### src/design/lhfm_fifo.sv
module lhfm_fifo #(
    parameter int W     = 8,
    parameter int DEPTH = 4
) (
    input  logic                           i_clk,
    input  logic                           i_rst_n,
    input  logic                           i_push,
    input  logic [W-1:0]                   i_data,
    output logic                           o_space,
    input  logic                           i_pop,
    output logic                           o_valid,
    output logic [W-1:0]                   o_data,
    output logic [$clog2(DEPTH+1)-1:0]     o_count
);
    localparam int PW = (DEPTH > 1) ? $clog2(DEPTH) : 1;
    localparam int CW = $clog2(DEPTH + 1);

    logic [W-1:0]  r_mem [DEPTH];
    logic [PW-1:0] r_head, n_head;
    logic [PW-1:0] r_tail, n_tail;
    logic [CW-1:0] r_count, n_count;

    always_comb begin
        n_head  = r_head;
        n_tail  = r_tail;
        n_count = r_count;
        if (i_push) begin
            n_tail = (r_tail == PW'(DEPTH - 1)) ? '0 : r_tail + PW'(1);
        end
        if (i_pop) begin
            n_head = (r_head == PW'(DEPTH - 1)) ? '0 : r_head + PW'(1);
        end
        if (i_push && !i_pop) begin
            n_count = r_count + CW'(1);
        end else if (!i_push && i_pop) begin
            n_count = r_count - CW'(1);
        end
    end

    always_ff @(posedge i_clk) begin
        if (!i_rst_n) begin
            r_head  <= '0;
            r_tail  <= '0;
            r_count <= '0;
        end else begin
            r_head  <= n_head;
            r_tail  <= n_tail;
            r_count <= n_count;
        end
    end

    always_ff @(posedge i_clk) begin
        if (i_push) begin
            r_mem[r_tail] <= i_data;
        end
    end

    assign o_space = (r_count < CW'(DEPTH));
    assign o_valid = (r_count != '0);
    assign o_data  = r_mem[r_head];
    assign o_count = r_count;
endmodule

### config.mk
export PLATFORM = sky130hd
export DESIGN_NAME = lhfm_fifo
export DESIGN_NICKNAME = d
export VERILOG_FILES = /design/src/design/lhfm_fifo.sv
export SDC_FILE = /design/constraint.sdc
export NUM_CORES = 1
export LEC_CHECK = 0
export ABC_AREA = 1
export BUFFER_PORTS_ARGS = -buffer_cell sky130_fd_sc_hd__buf_2
export CORE_ASPECT_RATIO = 0.75
export CORE_MARGIN = 1.5
export CORE_UTILIZATION = 55
export CTS_CLUSTER_DIAMETER = 80
export DETAILED_ROUTE_END_ITERATION = 8
export GPL_ROUTABILITY_DRIVEN = 0
export MAX_ROUTING_LAYER = met4
export PLACE_DENSITY = 0.82
export SETUP_SLACK_MARGIN = 0.2
export SLEW_MARGIN = 30
export SYNTH_ARGS = -nofsm -noshare
export SYNTH_HDL_FRONTEND = slang
export SYNTH_SLANG_ARGS = --single-unit
export TNS_END_PERCENT = 1
### constraint.sdc
create_clock -name i_clk -period 1.3 [get_ports i_clk]
set_input_delay 0.065 -clock i_clk [delete_from_list [all_inputs] [get_ports i_clk]]
set_output_delay 0.065 -clock i_clk [all_outputs]
set_load 0.005 [all_outputs]
Word-level counts from Yosys, hierarchy flattened
Memories as Yosys holds them, arrays and structs flattened. A register that Yosys moved wholly into a read port is not among the register bits. Index checks and enable logic that the tools add are counted.

Logic and storage cells: 25. RAM bits: 32. Latch bits: 0. Input bits: 12. Output and inout bits: 13. Memories: 1. Bits in read-only memories: 0. Register bits: 7.

Multiplexer cells: 8. Eq/ne operators: 2. Magnitude comparators: 1. Divide/modulo/power cells: 0. Bitwise operators: 0. Reductions and logical operators: 6. Multiply operators: 0. Shifts and indexed selects: 0. $add $sub $neg: 4.

Memory list: r_mem (words 4, width 8, read ports 1, clocked after memory_dff 1, write ports 1, RTL line 18) `logic [W-1:0] r_mem [DEPTH];`.

Operators with widths (number): $mux W2 (4); $mux W3 (2); $add A2 B1 Y2 const B (2); $eq A2 B2 Y1 const B (2); $add A3 B1 Y3 const B (1); $lt A3 B3 Y1 const B (1); $reduce_bool A3 Y1 (1); $sub A3 B1 Y3 const B (1); $logic_and A1 B1 Y1 (2); $logic_not A1 Y1 (2); $mux W1 (2); $reduce_bool A2 Y1 (1).

Depth between registers and ports, before layout
Depth after elaboration: 4. Mapped depth: 10.

Worst setup path after synthesis
OpenSTA, ideal clock, no wires.

Path type: reg2reg. From: register r_count[0], in the netlist o_count[0]. To: register r_count[2], in the netlist o_count[2]. Cell stages (with the launch flop): 8. Setup time: 110 ps. Path buffers: 0. Arrival: 1052 ps. Clock period less this slack: 1162 ps. Setup slack: 138 ps. Required time: 1190 ps. Cell sequence: dfxtp_1 -> fa_1 -> inv_1 -> nand2_1 -> nand3_1 -> nand2_1 -> inv_1 -> nor2_1.

Cells in the longest elaborated chain, start to end: 3.

Ends and longest elaborated chain: from (decl) (RTL line 21) `logic [CW-1:0] r_count, n_count;`; from (signal assigned) (RTL line 48) `r_count <= n_count;`; $sub A3 B1 Y3 (RTL line 36) `n_count = r_count - CW'(1);`; $mux W3 (RTL line 35) `end else if (!i_push && i_pop) begin`; $mux W3 (*) (RTL line 33) `if (i_push && !i_pop) begin`.

Mark *: on every way between the ends. The rest lies on a longest branch, timed or not. The select of a mux whose other input is x is not followed. A chain may end at the register's enable or synchronous reset.

==> out/qor.csv <==
stage,metric,value,unit
synthesis,ys_ff_latch,41,
setup_path,crit_path_end_kind,primary output,
setup_path,crit_fanout,8,
synthesis,synth_top_area_cell,edfxtp_1,
clocking,clockBufferDepth,2,
global_route,grt_use_total,21.94,%
sta,setup_ws,-0.02397,ns
sta,finalCritPeriodShare,101.8,%
hold_path,min_path_type,in -> reg,
clocking,clk_latency,0.28,ns
synthesis,seq_area_frac_synth,69.30,%
synthesis,synth.area.top_cells,"edfxtp_1 58%, dfxtp_1 11%, nor2_1 5.0%",
drt,postRouteAntennaNets,0,
clocking,clkTransAtPathRegs,0.08,ns
global_route,use_met2,38.67,%
floorplanning,pin_count,25,
drt,post-route-drc-count,0,
synthesis,yosys_warnings,0,
clocking,cts-root-buf,clkbuf_8,
global_route,overflow,0,
status,status,finished with violations,
clocking,tritoncts,built,
drt,wirelength,3784,um
sta,finalClockSkew,0.002624,ns
hold_path,hold_depth,1,
floorplanning,die_y,50.39,um
sta,period_needed,1.324,ns
sta,fmax,755.3,MHz
sta,slew_viol_final,0,
sta,report.final.hold_viol_count,4,
global_route,grt_antenna_before_repair,0,
setup_path,crit_arrival,1.26,ns
sta,tightest_slew,0.2136,ns
layout,diodes,0,
layout,nFillCells,140,
layout,syn2layout_area_growth,35.11,%
synthesis,syn_nets,154,
setup_path,r2r_slack,0.12,ns
hold_path,holdPathEnd,r_mem[1][3],
hold_path,holdCritStartpoint,i_data[3],
layout,fin_area,2225,sq um
sta,slew-limit-headroom,85.61,%
status,violations,"hold timing, setup timing",
floorplanning,die_area,3334,sq um
floorplanning,die_x,66.18,um
global_route,grt_pass1_vias,1123,
pwr,powerDensity,1262,nW/um^2
placement,hpwlAfterDp,2201,um
layout,final_cell_mix,"32 x edfxtp_1, 24 x buf_2, 21 x nor2_1",
floorplanning,start_util,60.48,%
drt,post_drt_wl_per_cell,17.44,um
setup_path,worstSetupStartpointType,flip-flop,
pwr,power,2.807,mW
setup_path,reg2reg_from,o_count[1],
setup_path,cp_cell_sequence,buf_8 > buf_6 > nor2_2 > o22ai_1 > buf_2,
layout,drive_above_1_share,43.65,%
setup_path,required,1.24,ns
global_route,groute.layer.met1.usage,25.19,%
sta,rsz0062_at_grt,yes,
floorplanning,fp-row-count,16,
synthesis,synth_cells,135,
setup_path,reg2reg_to,o_count[2],
clocking,h-tree-depth,2,
drt,vias_per_cell,5.539,
synthesis,netlist.area_leader.share,58.36,%
global_route,grt_util_met3,4.260,%
synthesis,syn_area_per_cell,12.20,sq um
global_route,grt_busiest_layer,met2,
clocking,cts_inserted_buffers,5,
drt,vias,1202,
layout,mostFrequentLayoutCell,edfxtp_1,
synthesis,synth_cell_types,18,
global_route,grt_start_max_net_pins,17,
setup_path,reg2regPathDepth,5,
drt,dr.pass1.iters,4,
layout,fin_nets,199,
floorplanning,coreArea,2723,sq um
sta,hold_ws,-0.001193,ns
pwr,irDropWorstVdd,0.0008708,V
drt,drtIter0Drc,35,
synthesis,syn_area,1647,sq um
placement,io_buffer_count,24,
sta,setup_violations,1,
setup_path,max_stage_delay,0.39,ns
job,maxCapViolCount,0,
placement,postPlaceCellArea,1889,sq um
pwr,p_leak,0.8705,nW
clocking,cts_sinks,41,
setup_path,setup.worst_path.class,reg -> out,
global_route,grt_pass1_wl,5023,um
setup_path,cp_slowest_cell,dfxtp_4,
per-stage QoR:
stage / util (%) / setup slack (ns) / cells / TNS (ns)
2_1_floorplan: - / 0.2079 / 135 / 0
3_5_place_dp: 69.39 / -0.009775 / 199 / -0.009775
4_1_cts: 76.01 / 0.01856 / 214 / 0
3_3_place_gp: 69.39 / 0.06658 / 199 / 0
6_report: 81.71 / -0.02397 / 217 / -0.02397
5_1_grt: 81.71 / -0.06520 / 217 / -0.2259
logic make-up after synthesis:
kind of cell / synth area share (%)
AOI/OAI and AO/OA: 10.79
adders and majority gates: 5.775
buffers and inverters: 5.015
DFF: 69.30
and+or+nand+nor: 9.118
worst max-delay path, delay by kind of cell (launching register included):
family	cells	cell delay, ns
and+or+nand+nor	1	0.10
AOI/OAI and AO/OA	1	0.09
DFF	1	0.39
buffers and inverters	3	0.39
state kept, by name (all words and copies together), names as in the netlist, named ones only:
name / count
r_tail: 2
r_head: 2
r_mem: 32
o_count: 3
timing repair:
item | 4_1_cts | 5_1_grt
endpoints found under the setup margin | 43 | 43
hold endpoints to repair | 24 | 4
buffers inserted | 1 | 2
resized for setup | 15 | 48
pin swaps | 5 | 17
hold buffers | 6 | 1
worst max-delay path by stage:
stage	from	endpoint	slack [ns]	cells past startpoint
2_1_floorplan	o_count[0]	o_count[2]	0.21	7
3_3_place_gp	i_pop	o_count[2]	0.07	11
3_5_place_dp	i_pop	o_count[1]	-0.01	7
4_1_cts	flip-flop	o_data[3]	0.02	4
5_1_grt	flip-flop	o_data[0]	-0.07	5
6_report	flip-flop	o_data[0]	-0.02	5
final cells by class:
cell class                      count  area, sq um  area share, %
Clock buffer                        5        68.82          3.093
Clock inverter                      3        17.52         0.7874
Inverter                           16        75.07          3.375
Tap cell                           36        45.04          2.025
Timing Repair Buffer               40        326.6          14.68
Multi-Input combinational cell     76        528.0          23.73
Sequential cell                    41         1164          52.31
power by group:
group / internal, mW / switching (mW)
Sequential: 1.49 / 0.0650
Combinational: 0.213 / 0.243
Clock: 0.371 / 0.429
layer usage:
metal | wire length (um) | vias to the layer above | part of all wire, %
li1 | - | 566 | -
met1 | 1526 | 591 | 40
met2 | 2055 | 39 | 54
met3 | 153 | 6 | 4.0
met4 | 48 | 0 | 1.3
met5 | 0 | - | 0
cell usage after synthesis:
cell and count:
dfxtp_1 9, o21ai_0 16, inv_1 15, fa_1 1
o21ai_1 2, a21oi_1 4, nor2_1 22, nand4_1 1
buf_6 2, o21ai_2 2, ha_1 6, nand3_1 1
nor2_2 2, o22ai_1 8, nand2_1 9, edfxtp_1 32
inv_2 1, nor3_1 2
No activity file was read; power rests on OpenSTA's default activity.
