File: src/design/lhfm_pkg.sv
package lhfm_pkg;

    localparam int CFG_W     = 12;
    localparam int IDX_W     = 4;
    localparam int LUMA_W    = 8;
    localparam int BINS      = 256;
    localparam int BIN_W     = $clog2(BINS);
    localparam int CNT_W     = 23;
    localparam int FOCUS_W   = 31;
    localparam int MID_DEPTH = 4;
    localparam int OUT_DEPTH = 2;
    localparam int OUT_CNT_W = $clog2(OUT_DEPTH + 1);

    localparam logic [CNT_W-1:0]   CNT_MAX   = {CNT_W{1'b1}};
    localparam logic [FOCUS_W-1:0] FOCUS_MAX = {FOCUS_W{1'b1}};

    localparam logic [CFG_W-1:0] WIDTH_RESET  = CFG_W'(640);
    localparam logic [CFG_W-1:0] HEIGHT_RESET = CFG_W'(480);

    localparam logic [IDX_W-1:0] REG_FRAME_WIDTH  = IDX_W'(0);
    localparam logic [IDX_W-1:0] REG_FRAME_HEIGHT = IDX_W'(1);

    // classified item handed from front to back
    typedef struct packed {
        logic             is_read;
        logic [BIN_W-1:0] key;
        logic             first;
        logic             add_right;
        logic             add_down;
        logic             is_last;
    } t_op;

    typedef struct packed {
        logic               is_bin_readout;
        logic [CNT_W-1:0]   bin_count;
        logic [FOCUS_W-1:0] focus_sum;
    } t_res;

endpackage

File: src/design/lhfm_ifs.sv
interface lhfm_pix_if;
    import lhfm_pkg::*;

    logic              valid;
    logic              ready;
    logic              action;
    logic [LUMA_W-1:0] luma;
    logic [BIN_W-1:0]  bin_index;

    modport source (output valid, action, luma, bin_index, input ready);
    modport sink   (input valid, action, luma, bin_index, output ready);
endinterface


interface lhfm_cfg_if;
    import lhfm_pkg::*;

    logic             valid;
    logic             ready;
    logic [IDX_W-1:0] index;
    logic [CFG_W-1:0] data;

    modport source (output valid, index, data, input ready);
    modport sink   (input valid, index, data, output ready);
endinterface

File: src/design/lhfm_front.sv
module lhfm_front #(
    parameter int MAX_WIDTH  = 2048,
    parameter int MAX_HEIGHT = 2048
) (
    input  logic                           i_clk,
    input  logic                           i_rst_n,
    lhfm_pix_if.sink                       i_pix,
    lhfm_cfg_if.sink                       i_cfg,
    input  logic                           i_space,
    output logic                           o_push,
    output lhfm_pkg::t_op                  o_op,
    output logic [$clog2(MAX_WIDTH)-1:0]   o_slot
);
    import lhfm_pkg::*;

    localparam int CW  = $clog2(MAX_WIDTH);
    localparam int RW  = $clog2(MAX_HEIGHT);
    localparam int WEW = $clog2(MAX_WIDTH + 1);
    localparam int HEW = $clog2(MAX_HEIGHT + 1);
    localparam int WCW = (CFG_W > WEW) ? CFG_W : WEW;
    localparam int HCW = (CFG_W > HEW) ? CFG_W : HEW;

    logic [CFG_W-1:0] r_width;
    logic [CFG_W-1:0] r_height;
    logic [CW-1:0]    r_col, n_col;
    logic [RW-1:0]    r_row, n_row;

    logic [WCW-1:0] width_ext, width_eff;
    logic [HCW-1:0] height_ext, height_eff;
    logic           last_col, last_row;
    logic           accept;

    always_comb begin
        width_ext  = WCW'(r_width);
        height_ext = HCW'(r_height);
        if (width_ext < WCW'(2)) begin
            width_eff = WCW'(2);
        end else if (width_ext > WCW'(MAX_WIDTH)) begin
            width_eff = WCW'(MAX_WIDTH);
        end else begin
            width_eff = width_ext;
        end
        if (height_ext < HCW'(2)) begin
            height_eff = HCW'(2);
        end else if (height_ext > HCW'(MAX_HEIGHT)) begin
            height_eff = HCW'(MAX_HEIGHT);
        end else begin
            height_eff = height_ext;
        end
    end

    assign last_col = (WCW'(r_col) >= width_eff - WCW'(1));
    assign last_row = (HCW'(r_row) >= height_eff - HCW'(1));

    assign i_pix.ready = i_space;
    assign accept      = i_pix.valid && i_space;
    assign i_cfg.ready = 1'b1;

    always_comb begin
        o_op.is_read   = i_pix.action;
        o_op.key       = i_pix.action ? i_pix.bin_index : i_pix.luma;
        o_op.first     = !i_pix.action && (r_col == '0) && (r_row == '0);
        o_op.add_right = !i_pix.action && (r_col != '0) && !last_row;
        o_op.add_down  = !i_pix.action && (r_row != '0) && !last_col;
        o_op.is_last   = !i_pix.action && last_col && last_row;
    end

    assign o_push = accept;
    assign o_slot = r_col;

    always_comb begin
        n_col = r_col;
        n_row = r_row;
        if (accept && !i_pix.action) begin
            if (!last_col) begin
                n_col = r_col + CW'(1);
            end else begin
                n_col = '0;
                n_row = last_row ? '0 : r_row + RW'(1);
            end
        end
    end

    always_ff @(posedge i_clk) begin
        if (!i_rst_n) begin
            r_width  <= WIDTH_RESET;
            r_height <= HEIGHT_RESET;
            r_col    <= '0;
            r_row    <= '0;
        end else begin
            r_col <= n_col;
            r_row <= n_row;
            if (i_cfg.valid) begin
                unique case (i_cfg.index)
                    REG_FRAME_WIDTH:  r_width  <= i_cfg.data;
                    REG_FRAME_HEIGHT: r_height <= i_cfg.data;
                    default: ;
                endcase
            end
        end
    end
endmodule

File: src/flat_wrapper.sv
// flat-port wrapper written by rule: the top's interface ports become plain ports
module lhfm_front_flat import lhfm_pkg::*;
#(
    parameter int MAX_WIDTH  = 2048,
    parameter int MAX_HEIGHT = 2048
)
  (i_clk, i_rst_n, i_space, o_push, o_op, o_slot, i_pix_valid, i_pix_action, i_pix_luma, i_pix_bin_index, i_pix_ready, i_cfg_valid, i_cfg_index, i_cfg_data, i_cfg_ready);
  lhfm_pix_if i_pix_i ();
  lhfm_cfg_if i_cfg_i ();
  input  logic i_clk;
  input  logic i_rst_n;
  input  logic i_space;
  output logic o_push;
  output lhfm_pkg::t_op o_op;
  output logic [$clog2(MAX_WIDTH)-1:0] o_slot;
  input wire logic [$bits(i_pix_i.valid)-1:0] i_pix_valid;
  input wire logic [$bits(i_pix_i.action)-1:0] i_pix_action;
  input wire logic [$bits(i_pix_i.luma)-1:0] i_pix_luma;
  input wire logic [$bits(i_pix_i.bin_index)-1:0] i_pix_bin_index;
  output wire logic [$bits(i_pix_i.ready)-1:0] i_pix_ready;
  input wire logic [$bits(i_cfg_i.valid)-1:0] i_cfg_valid;
  input wire logic [$bits(i_cfg_i.index)-1:0] i_cfg_index;
  input wire logic [$bits(i_cfg_i.data)-1:0] i_cfg_data;
  output wire logic [$bits(i_cfg_i.ready)-1:0] i_cfg_ready;
  assign i_pix_i.valid = i_pix_valid;
  assign i_pix_i.action = i_pix_action;
  assign i_pix_i.luma = i_pix_luma;
  assign i_pix_i.bin_index = i_pix_bin_index;
  assign i_pix_ready = i_pix_i.ready;
  assign i_cfg_i.valid = i_cfg_valid;
  assign i_cfg_i.index = i_cfg_index;
  assign i_cfg_i.data = i_cfg_data;
  assign i_cfg_ready = i_cfg_i.ready;
  lhfm_front #(.MAX_WIDTH(MAX_WIDTH), .MAX_HEIGHT(MAX_HEIGHT)) u_core (.i_clk(i_clk), .i_rst_n(i_rst_n), .i_pix(i_pix_i), .i_cfg(i_cfg_i), .i_space(i_space), .o_push(o_push), .o_op(o_op), .o_slot(o_slot));
endmodule
File: config.mk
export PLATFORM = sky130hd
export DESIGN_NAME = lhfm_front_flat
export DESIGN_NICKNAME = d
export VERILOG_FILES = /design/src/design/lhfm_pkg.sv /design/src/design/lhfm_ifs.sv /design/src/design/lhfm_front.sv /design/src/flat_wrapper.sv
export SDC_FILE = /design/constraint.sdc
export NUM_CORES = 1
export LEC_CHECK = 0
export ABC_AREA = 1
export BUFFER_PORTS_ARGS = -buffer_cell sky130_fd_sc_hd__buf_2
export CORE_ASPECT_RATIO = 0.6
export CORE_MARGIN = 2
export CORE_UTILIZATION = 59
export CTS_BUF_LIST = sky130_fd_sc_hd__clkbuf_8
export DETAILED_ROUTE_END_ITERATION = 10
export HOLD_SLACK_MARGIN = 0.02
export PLACE_DENSITY = 0.84
export SLEW_MARGIN = 20
export SYNTH_ARGS = -nofsm -noshare
export SYNTH_HDL_FRONTEND = slang
export SYNTH_SLANG_ARGS = --single-unit
File: constraint.sdc
create_clock -name i_clk -period 6.99 [get_ports i_clk]
set_input_delay 1.398 -clock i_clk [delete_from_list [all_inputs] [get_ports i_clk]]
set_output_delay 1.398 -clock i_clk [all_outputs]
set_load 0.02 [all_outputs]
# Yosys cells after proc, flatten, opt, wreduce, memory -nomap -nowiden
# Cells that the tools add are included.
[op_classes]
n_mux = 7
n_lt_le_gt_ge = 6
n_reduce_logical = 21
add_sub_neg = 4
n_eq_ne = 1
[ops]
columns = ["cell", "n"]
rows = [
  ["two-way mux 12 bit", 4],
  ["greater-or-equal comparator 11 x 12 -> 1 bit", 2],
  ["> comparator 12 bit (second input constant)", 2],
  ["less-than comparator 12 x 2 -> 1 bit (second input constant)", 2],
  ["subtractor 12 x 1 -> 12 bit (second input constant)", 2],
  ["adder 11 x 1 -> 11 bit (second input constant)", 2],
  ["zero test 11 bit", 2],
  ["two-way mux 11 bit", 2],
  ["nonzero test 11 bit", 2],
  ["logical AND 1 bit", 10],
  ["two-way mux 8 bit", 1],
  ["AND reduction 2 bit", 3],
  ["== test 4 x 1 -> 1 bit (second input constant)", 1],
  ["zero test 4 bit", 1],
  ["zero test 1 bit", 3],
]
[word_totals]
wordCells = 43
regBits = 46
inputBits = 38
output_inout_bits = 27

# Longest topological paths before layout
# Gate-level depths: netlist of the first run.
[logic_depth]
depth_word = 7
depth_mapped = 26
ltp_nobuf = 25

# Worst setup path after synthesis of the first run
# OpenSTA, ideal clock, no wires.
[synth_timing]
kind = "reg-to-output"
startpoint = "reg u_core.r_width[3]"
endpoint = "out o_op[1] (netlist name)"
arrival_time_ps = 2873
slack_ps = 2719
path_stages_with_launch = 22
t_required_ps = 5592
path_buffers = 1
path_cell_list = "dfxtp_1 > nor2_1 > nand2_1 > nor2_2 > nand2_2 > nand2_4 > nand2_1 > nand2_1 > inv_1 > ha_1 > nand2_1 > xor2_1 > inv_1 > ha_1 > nand2_2 > inv_2 > nand2_1 > nand2_1 > nand2_1 > nand4_4 > buf_6 > nor3_1"
[synth_lines]
columns = ["element", "line_no", "rtl"]
rows = [
  ["start: declaration", "lhfm_front.sv:23", "logic [CFG_W-1:0] r_width;"],
  ["start signal: assignment", "lhfm_front.sv:95", "REG_FRAME_WIDTH: r_width <= i_cfg.data;"],
  ["end: declaration", "flat_wrapper.sv:14", "output lhfm_pkg::t_op o_op;"],
]

==> flow_metrics.env, run 1 <==
export IMPL_routed_via_density=5.32
export IMPL_cts_inserted_buffers=5
export IMPL_achievable_frequency_mhz=210
export IMPL_layout_core_utilization=0.695
export IMPL_final_tns_setup_ns=0
export IMPL_post_place_ws_ns=2.58
export IMPL_drt_first_pass_iters=4
export IMPL_wl_met2_um=3730
export IMPL_postSynthRegisterBits=46
export IMPL_reg2reg_slack_ns=3.58
export IMPL_placement_io_buffers=63
export IMPL_min_period_ns=4.76
export IMPL_area_growth_syn_to_layout_pct=11.9
export IMPL_width_of_the_die_um=104
export IMPL_wire_per_inst_um=12.6
export IMPL_ys_flop_type="dfxtp_1"
export IMPL_max_slew_worst_pin_slew_ns=0.900
export IMPL_synth_nets=604
export IMPL_leakage_nw=2.04
export IMPL_ctsHoldBuffers=0
export IMPL_gpl_final_weighted_congestion=0.896
export IMPL_layout_drive_gt1_share=0.180
export IMPL_synth_xor_area_frac=0.0572
export IMPL_whs_path_depth=2
export IMPL_yosys_cell_types_count=37
export IMPL_slew_viol_final=0
export IMPL_most_common_library_cell_in_the_layout_ignoring_fill_and_taps="nand2_1"
export IMPL_rsz0062_at_grt="false"
export IMPL_setup_viol_count_final=0
export IMPL_drc=0
export IMPL_post_route_worst_setup_slack_ns=2.23
export IMPL_post_cts_resized=0
export IMPL_setup_worst_path_start_class="register"
export IMPL_max_cap_violation_count=0
export IMPL_critical_path_reg2reg_startpoint="u_core.r_width[3]$_SDFFE_PN0P_"
export IMPL_antennaDiodeCount=0
export IMPL_synth_edff_count=0
export IMPL_synth_cell_area_um2=3520
export IMPL_grt_use_total=0.267
export IMPL_cts_setup_buffers=0
export IMPL_clk_insertion_delay_late_ns=0.31
export IMPL_pd_cells_nw_per_um2=134
export IMPL_tritoncts="built"
export IMPL_cts_root_buf="clkbuf_8"
export IMPL_reg2reg_to="u_core.r_row[7]$_SDFFE_PN0P_"
export IMPL_number_of_drc_markers_after_the_initial_detailed_route_iteration=164
export IMPL_skew_ns=0.00916
export IMPL_drt_wl_total_um=8530
export IMPL_wl_on_met1_um=4100
export IMPL_min_from="u_core.r_width[1]$_SDFFE_PN0P_"
export IMPL_top_level_ports=65
export IMPL_timing_final_crit_share=0.682
export IMPL_antenna_found_initial=0
export IMPL_first_global_vias=3302
export IMPL_timing_worst_setup_path_type="register to output pin"
export IMPL_setup_worst_path_start="u_core.height_ext[3]$_SDFFE_PN0P_"
export IMPL_global_route_wire_length_before_repair_um=14800
export IMPL_std_cell_rows=21
export IMPL_layout_cells_most_common_list="nand2_1, inv_1, buf_2, nor2_1, dfxtp_1"
export IMPL_critPathArrivalTime_ns=3.37
export IMPL_setup_worst_path_end_class="output pin"
export IMPL_syn_area_per_cell_um2=6.55
export IMPL_compound_gate_portion_of_the_synthesized_area=0.0923
export IMPL_final_net_count=661
export IMPL_register_area_share_after_synthesis=0.261
export IMPL_syn_inst=538
export IMPL_max_clock_path_buffers=2
export IMPL_synth_mux_area_frac=0
export IMPL_synthArstFlopShare=0
export IMPL_core_region_area_um2=5680
export IMPL_post_synth_fa_ha_maj_area_fraction=0.0994
export IMPL_grt_overflow_total=0
export IMPL_hold_path_class="register to register"
export IMPL_clk_pin_slew_ns=0.10
export IMPL_irDropWorstVdd_mv=0.0971
export IMPL_fp_dieH_um=63.9
export IMPL_floorplan_initialDensity=0.621
export IMPL_ys_warn_count=0
export IMPL_r2r_cells=22
export IMPL_detailroute_wirelength_met3_um=643
export IMPL_timing_critical_path_fanout_max=7
export IMPL_status="completed"
export IMPL_antenna_left=0
export IMPL_routed_top_layer="met4"
export IMPL_clock_sinks=46
export IMPL_hpwl_um=6700
export IMPL_synth_simple_gate_area_share=0.387
export IMPL_num_vias=3596
export IMPL_cp_required_ns=5.59
export IMPL_remaining_max_slew_budget_at_the_tightest_pin=0.399
export IMPL_fp_dieArea_um2=6630
export IMPL_timing_critical_path_to="o_op[0]"
export IMPL_ctsHtreeMaxLevel=2
export IMPL_hold_violations=0
export IMPL_grt_start_max_net_pins=25
export IMPL_main_combinational_cell_family_by_area_after_synthesis="simple AND/OR/NAND/NOR gates"
cells in the mapped netlist (11+ instances only):
cell     instances  share of area
a21oi_1         24          0.034
dfxtp_1         46           0.26
ha_1            28          0.099
inv_1           66          0.070
nand2_1        151           0.16
nand2_2         11          0.020
nand3_1         32          0.045
nand4_1         17          0.030
nor2_1          54          0.058
o21ai_0         18          0.026
xor2_1          19          0.047
metrics by stage:
stage / power (mW) / instances / hold WS, ns / area, um^2
5_1_grt: 0.548 / 676 / 0.501 / 3940
3_5_place_dp: 0.361 / 668 / 0.469 / 3850
6_report: 0.527 / 676 / 0.483 / 3940
2_1_floorplan: 0.333 / 538 / 0.444 / 3520
3_3_place_gp: 0.358 / 668 / 0.475 / 3850
4_1_cts: 0.525 / 676 / 0.483 / 3940
final cells by class:
cell class | count | area, um^2
multi-input combinational | 407 | 2250
fill | 514 | 1730
sequential | 46 | 921
timing repair buffer | 63 | 315
inverter | 72 | 270
tap | 80 | 100
clock buffer | 5 | 68.8
clock inverter | 3 | 21.3
flip-flops by register name, indices dropped and copies added (netlist names):
register / count
u_core.height_ext: 12
u_core.r_width: 12
u_core.o_slot: 11
u_core.r_row: 11
cell families after synthesis:
| kind of cell | count (synthesis) |
|---|---|
| AO/OA/AOI/OAI | 57 |
| XOR/XNOR | 23 |
| adder cells (fa/ha/maj) | 28 |
| buffers and inverters | 85 |
| flip-flops | 46 |
| other | 1 |
| AND/OR/NAND/NOR | 298 |
layer usage:
metal,global-route usage,up-vias
met5,0,-
met4,0.0541,0
met3,0.0500,8
met2,0.450,136
met1,0.361,1616
li1,-,1836
worst max-delay path, cell delays in order (launching register included):
cell     delay (ns)
dfxtp_1        0.48
nor2_1         0.07
nand2_1        0.10
nor3_1         0.06
nor3_1         0.34
inv_1          0.15
ha_1           0.27
nand2_1        0.10
a21oi_2        0.05
nand2_1        0.09
xor2_1         0.14
inv_1          0.06
ha_1           0.27
and3_4         0.16
and2_1         0.13
nand2_1        0.06
nand4_1        0.18
inv_1          0.15
nor2_1         0.05
buf_2          0.15
power by group:
group | internal, mW | total, mW | switching, mW
logic | 0.0318 | 0.0866 | 0.0548
clock network | 0.0705 | 0.172 | 0.101
registers | 0.265 | 0.269 | 0.00374
total | 0.367 | 0.527 | 0.160
how the worst min path moves through the flow:
stage | end
finish | u_core.r_width[1]$_SDFFE_PN0P_
global route | u_core.r_width[1]$_SDFFE_PN0P_
CTS | u_core.r_width[1]$_SDFFE_PN0P_
detailed placement | u_core.r_width[1]$_SDFFE_PN0P_
global placement | u_core.r_width[1]$_SDFFE_PN0P_
floorplan | u_core.r_width[1]$_SDFFE_PN0P_
No activity file was read; power rests on OpenSTA's default activity.
==> inputs of run 2 (changes only) <==
Settings changed: CORE_UTILIZATION 59 to 58, PLACE_DENSITY 0.84 to 0.83.
Clock period 6.99 ns to 4.7 ns, I/O delays scaled along.
==> run 2 against run 1 <==
- register-to-register slack worse by 2.3 ns
- cell count stayed put
- sequential power is 49% higher
- clock power is 74% higher
- highest routed layer unchanged
==> flow_metrics.env, run 2 (synthesis results as in run 1) <==
export IMPL_hold_violations=0
export IMPL_clk_insertion_delay_late_ns=0.30
export IMPL_cts_inserted_buffers=5
export IMPL_ctsHtreeMaxLevel=2
export IMPL_leakage_nw=2.06
export IMPL_drt_wl_total_um=8740
export IMPL_area_growth_syn_to_layout_pct=12.6
export IMPL_irDropWorstVdd_mv=0.137
export IMPL_timing_worst_setup_path_type="register to output pin"
export IMPL_timing_critical_path_fanout_max=6
export IMPL_routed_via_density=5.33
export IMPL_cts_setup_buffers=0
export IMPL_final_net_count=661
export IMPL_min_period_ns=4.36
export IMPL_hpwl_um=6680
export IMPL_width_of_the_die_um=105
export IMPL_critical_path_reg2reg_startpoint="u_core.height_ext[6]$_SDFFE_PN1P_"
export IMPL_pd_cells_nw_per_um2=209
export IMPL_placedCellCount=668
export IMPL_status="completed"
export IMPL_grt_use_total=0.265
export IMPL_setup_worst_path_end_class="output pin"
export IMPL_setup_worst_path_start_class="register"
export IMPL_achievable_frequency_mhz=230
export IMPL_max_cap_violation_count=0
export IMPL_fp_dieH_um=64.4
export IMPL_final_tns_setup_ns=0
export IMPL_most_common_library_cell_in_the_layout_ignoring_fill_and_taps="nand2_1"
export IMPL_timing_critical_path_to="o_op[0]"
export IMPL_number_of_drc_markers_after_the_initial_detailed_route_iteration=167
export IMPL_placement_io_buffers=63
export IMPL_timing_final_crit_share=0.927
export IMPL_cp_required_ns=3.76
export IMPL_std_cell_rows=21
export IMPL_antenna_left=0
export IMPL_grt_overflow_total=0
export IMPL_top_level_ports=65
export IMPL_cts_root_buf="clkbuf_8"
export IMPL_fp_dieArea_um2=6730
export IMPL_layout_drive_gt1_share=0.181
export IMPL_fillCellCount=534
export IMPL_floorplan_initialDensity=0.615
export IMPL_setup_worst_path_start="u_core.height_ext[6]$_SDFFE_PN1P_"
export IMPL_clk_pin_slew_ns=0.09
export IMPL_rsz0062_at_grt="false"
export IMPL_first_global_vias=3214
export IMPL_max_clock_path_buffers=2
export IMPL_tritoncts="built"
export IMPL_drt_first_pass_iters=5
export IMPL_r2r_cells=21
export IMPL_total_power_uw=830
export IMPL_wire_per_inst_um=12.9
export IMPL_setup_viol_count_final=0
export IMPL_skew_ns=0.00906
export IMPL_layout_cells_most_common_list="nand2_1, inv_1, buf_2, nor2_1, dfxtp_1"
export IMPL_drc=0
export IMPL_hold_path_class="register to register"
export IMPL_gpl_final_weighted_congestion=0.858
export IMPL_final_non_filler_cell_total=676
export IMPL_core_region_area_um2=5730
export IMPL_reg2reg_slack_ns=1.31
export IMPL_global_route_wire_length_before_repair_um=14600
export IMPL_remaining_max_slew_budget_at_the_tightest_pin=0.405
export IMPL_critPathArrivalTime_ns=3.42
export IMPL_max_slew_worst_pin_slew_ns=0.891
export IMPL_clock_sinks=46
export IMPL_slew_viol_final=0
export IMPL_grt_start_max_net_pins=25
export IMPL_reg2reg_to="u_core.r_row[7]$_SDFFE_PN0P_"
export IMPL_antennaDiodeCount=0
export IMPL_antenna_found_initial=0
export IMPL_num_vias=3600
## run 2: changes by cell type in the layout (fill, tap and decap cells not counted), sizes merged
| cell | before | now |
|---|---|---|
| bufinv | 0 | 1 |
| clkinvlp | 1 | 0 |
## run 2: final cells by class
cell class	instances	area [um^2]	area share
clock buffers	5	68.8	0.0174
clock inverters	3	40.0	0.0101
inverters	72	270	0.0681
multi-input cells	407	2250	0.568
flip-flops and latches	46	921	0.232
well taps	80	100	0.0252
repair buffers	63	315	0.0795
## run 2: how the worst min path moves through the flow
stage	startpoint	end	depth (start not counted)
3_3_place_gp	u_core.r_width[1]$_SDFFE_PN0P_	u_core.r_width[1]$_SDFFE_PN0P_	2
6_report	u_core.r_width[1]$_SDFFE_PN0P_	u_core.r_width[1]$_SDFFE_PN0P_	2
3_5_place_dp	u_core.r_width[1]$_SDFFE_PN0P_	u_core.r_width[1]$_SDFFE_PN0P_	2
2_1_floorplan	u_core.r_width[1]$_SDFFE_PN0P_	u_core.r_width[1]$_SDFFE_PN0P_	2
4_1_cts	u_core.r_width[1]$_SDFFE_PN0P_	u_core.r_width[1]$_SDFFE_PN0P_	2
5_1_grt	u_core.r_width[1]$_SDFFE_PN0P_	u_core.r_width[1]$_SDFFE_PN0P_	2
## run 2: metrics by stage
step / setup WS [ns] / util / hold slack, ns / cell area, um^2
4_1_cts: 0.291 / 0.692 / 0.478 / 3960
3_5_place_dp: 0.658 / 0.673 / 0.464 / 3850
6_report: 0.343 / 0.692 / 0.475 / 3970
2_1_floorplan: 0.887 / - / 0.444 / 3520
5_1_grt: 0.0545 / 0.692 / 0.499 / 3970
3_3_place_gp: 0.768 / 0.673 / 0.468 / 3850
## run 2: per-layer routing
layer / global-route usage / vias to the layer above / part of all wire / routed length [um]
met5: 0 / - / 0 / 0
met4: 0.0633 / 0 / 0.0096 / 84
met3: 0.0500 / 12 / 0.073 / 640
met2: 0.443 / 145 / 0.44 / 3860
met1: 0.358 / 1605 / 0.48 / 4160
li1: - / 1838 / - / -
## run 2: timing repair
action,CTS,global route
setup endpoints to repair,0,1
hold buffers,0,0
resized for setup,0,1
## run 2: worst max-delay path, stage by stage, from the launching register on
cell     delay, ns
dfxtp_1       0.39
nor2_2        0.18
nand2_2       0.09
nor3_1        0.23
nor3_2        0.10
inv_1         0.11
ha_1          0.28
nand2_1       0.10
a21oi_2       0.14
nand2_1       0.08
xor2_1        0.16
inv_1         0.06
ha_1          0.27
and3_4        0.15
and2_1        0.13
nand2_1       0.05
nand4_1       0.21
inv_1         0.18
nor2_1        0.06
buf_2         0.15
## run 2: power breakdown
| part | internal, mW | switching (mW) |
|---|---|---|
| sequential | 0.394 | 0.00566 |
| combinational | 0.0476 | 0.0821 |
| clock | 0.157 | 0.143 |
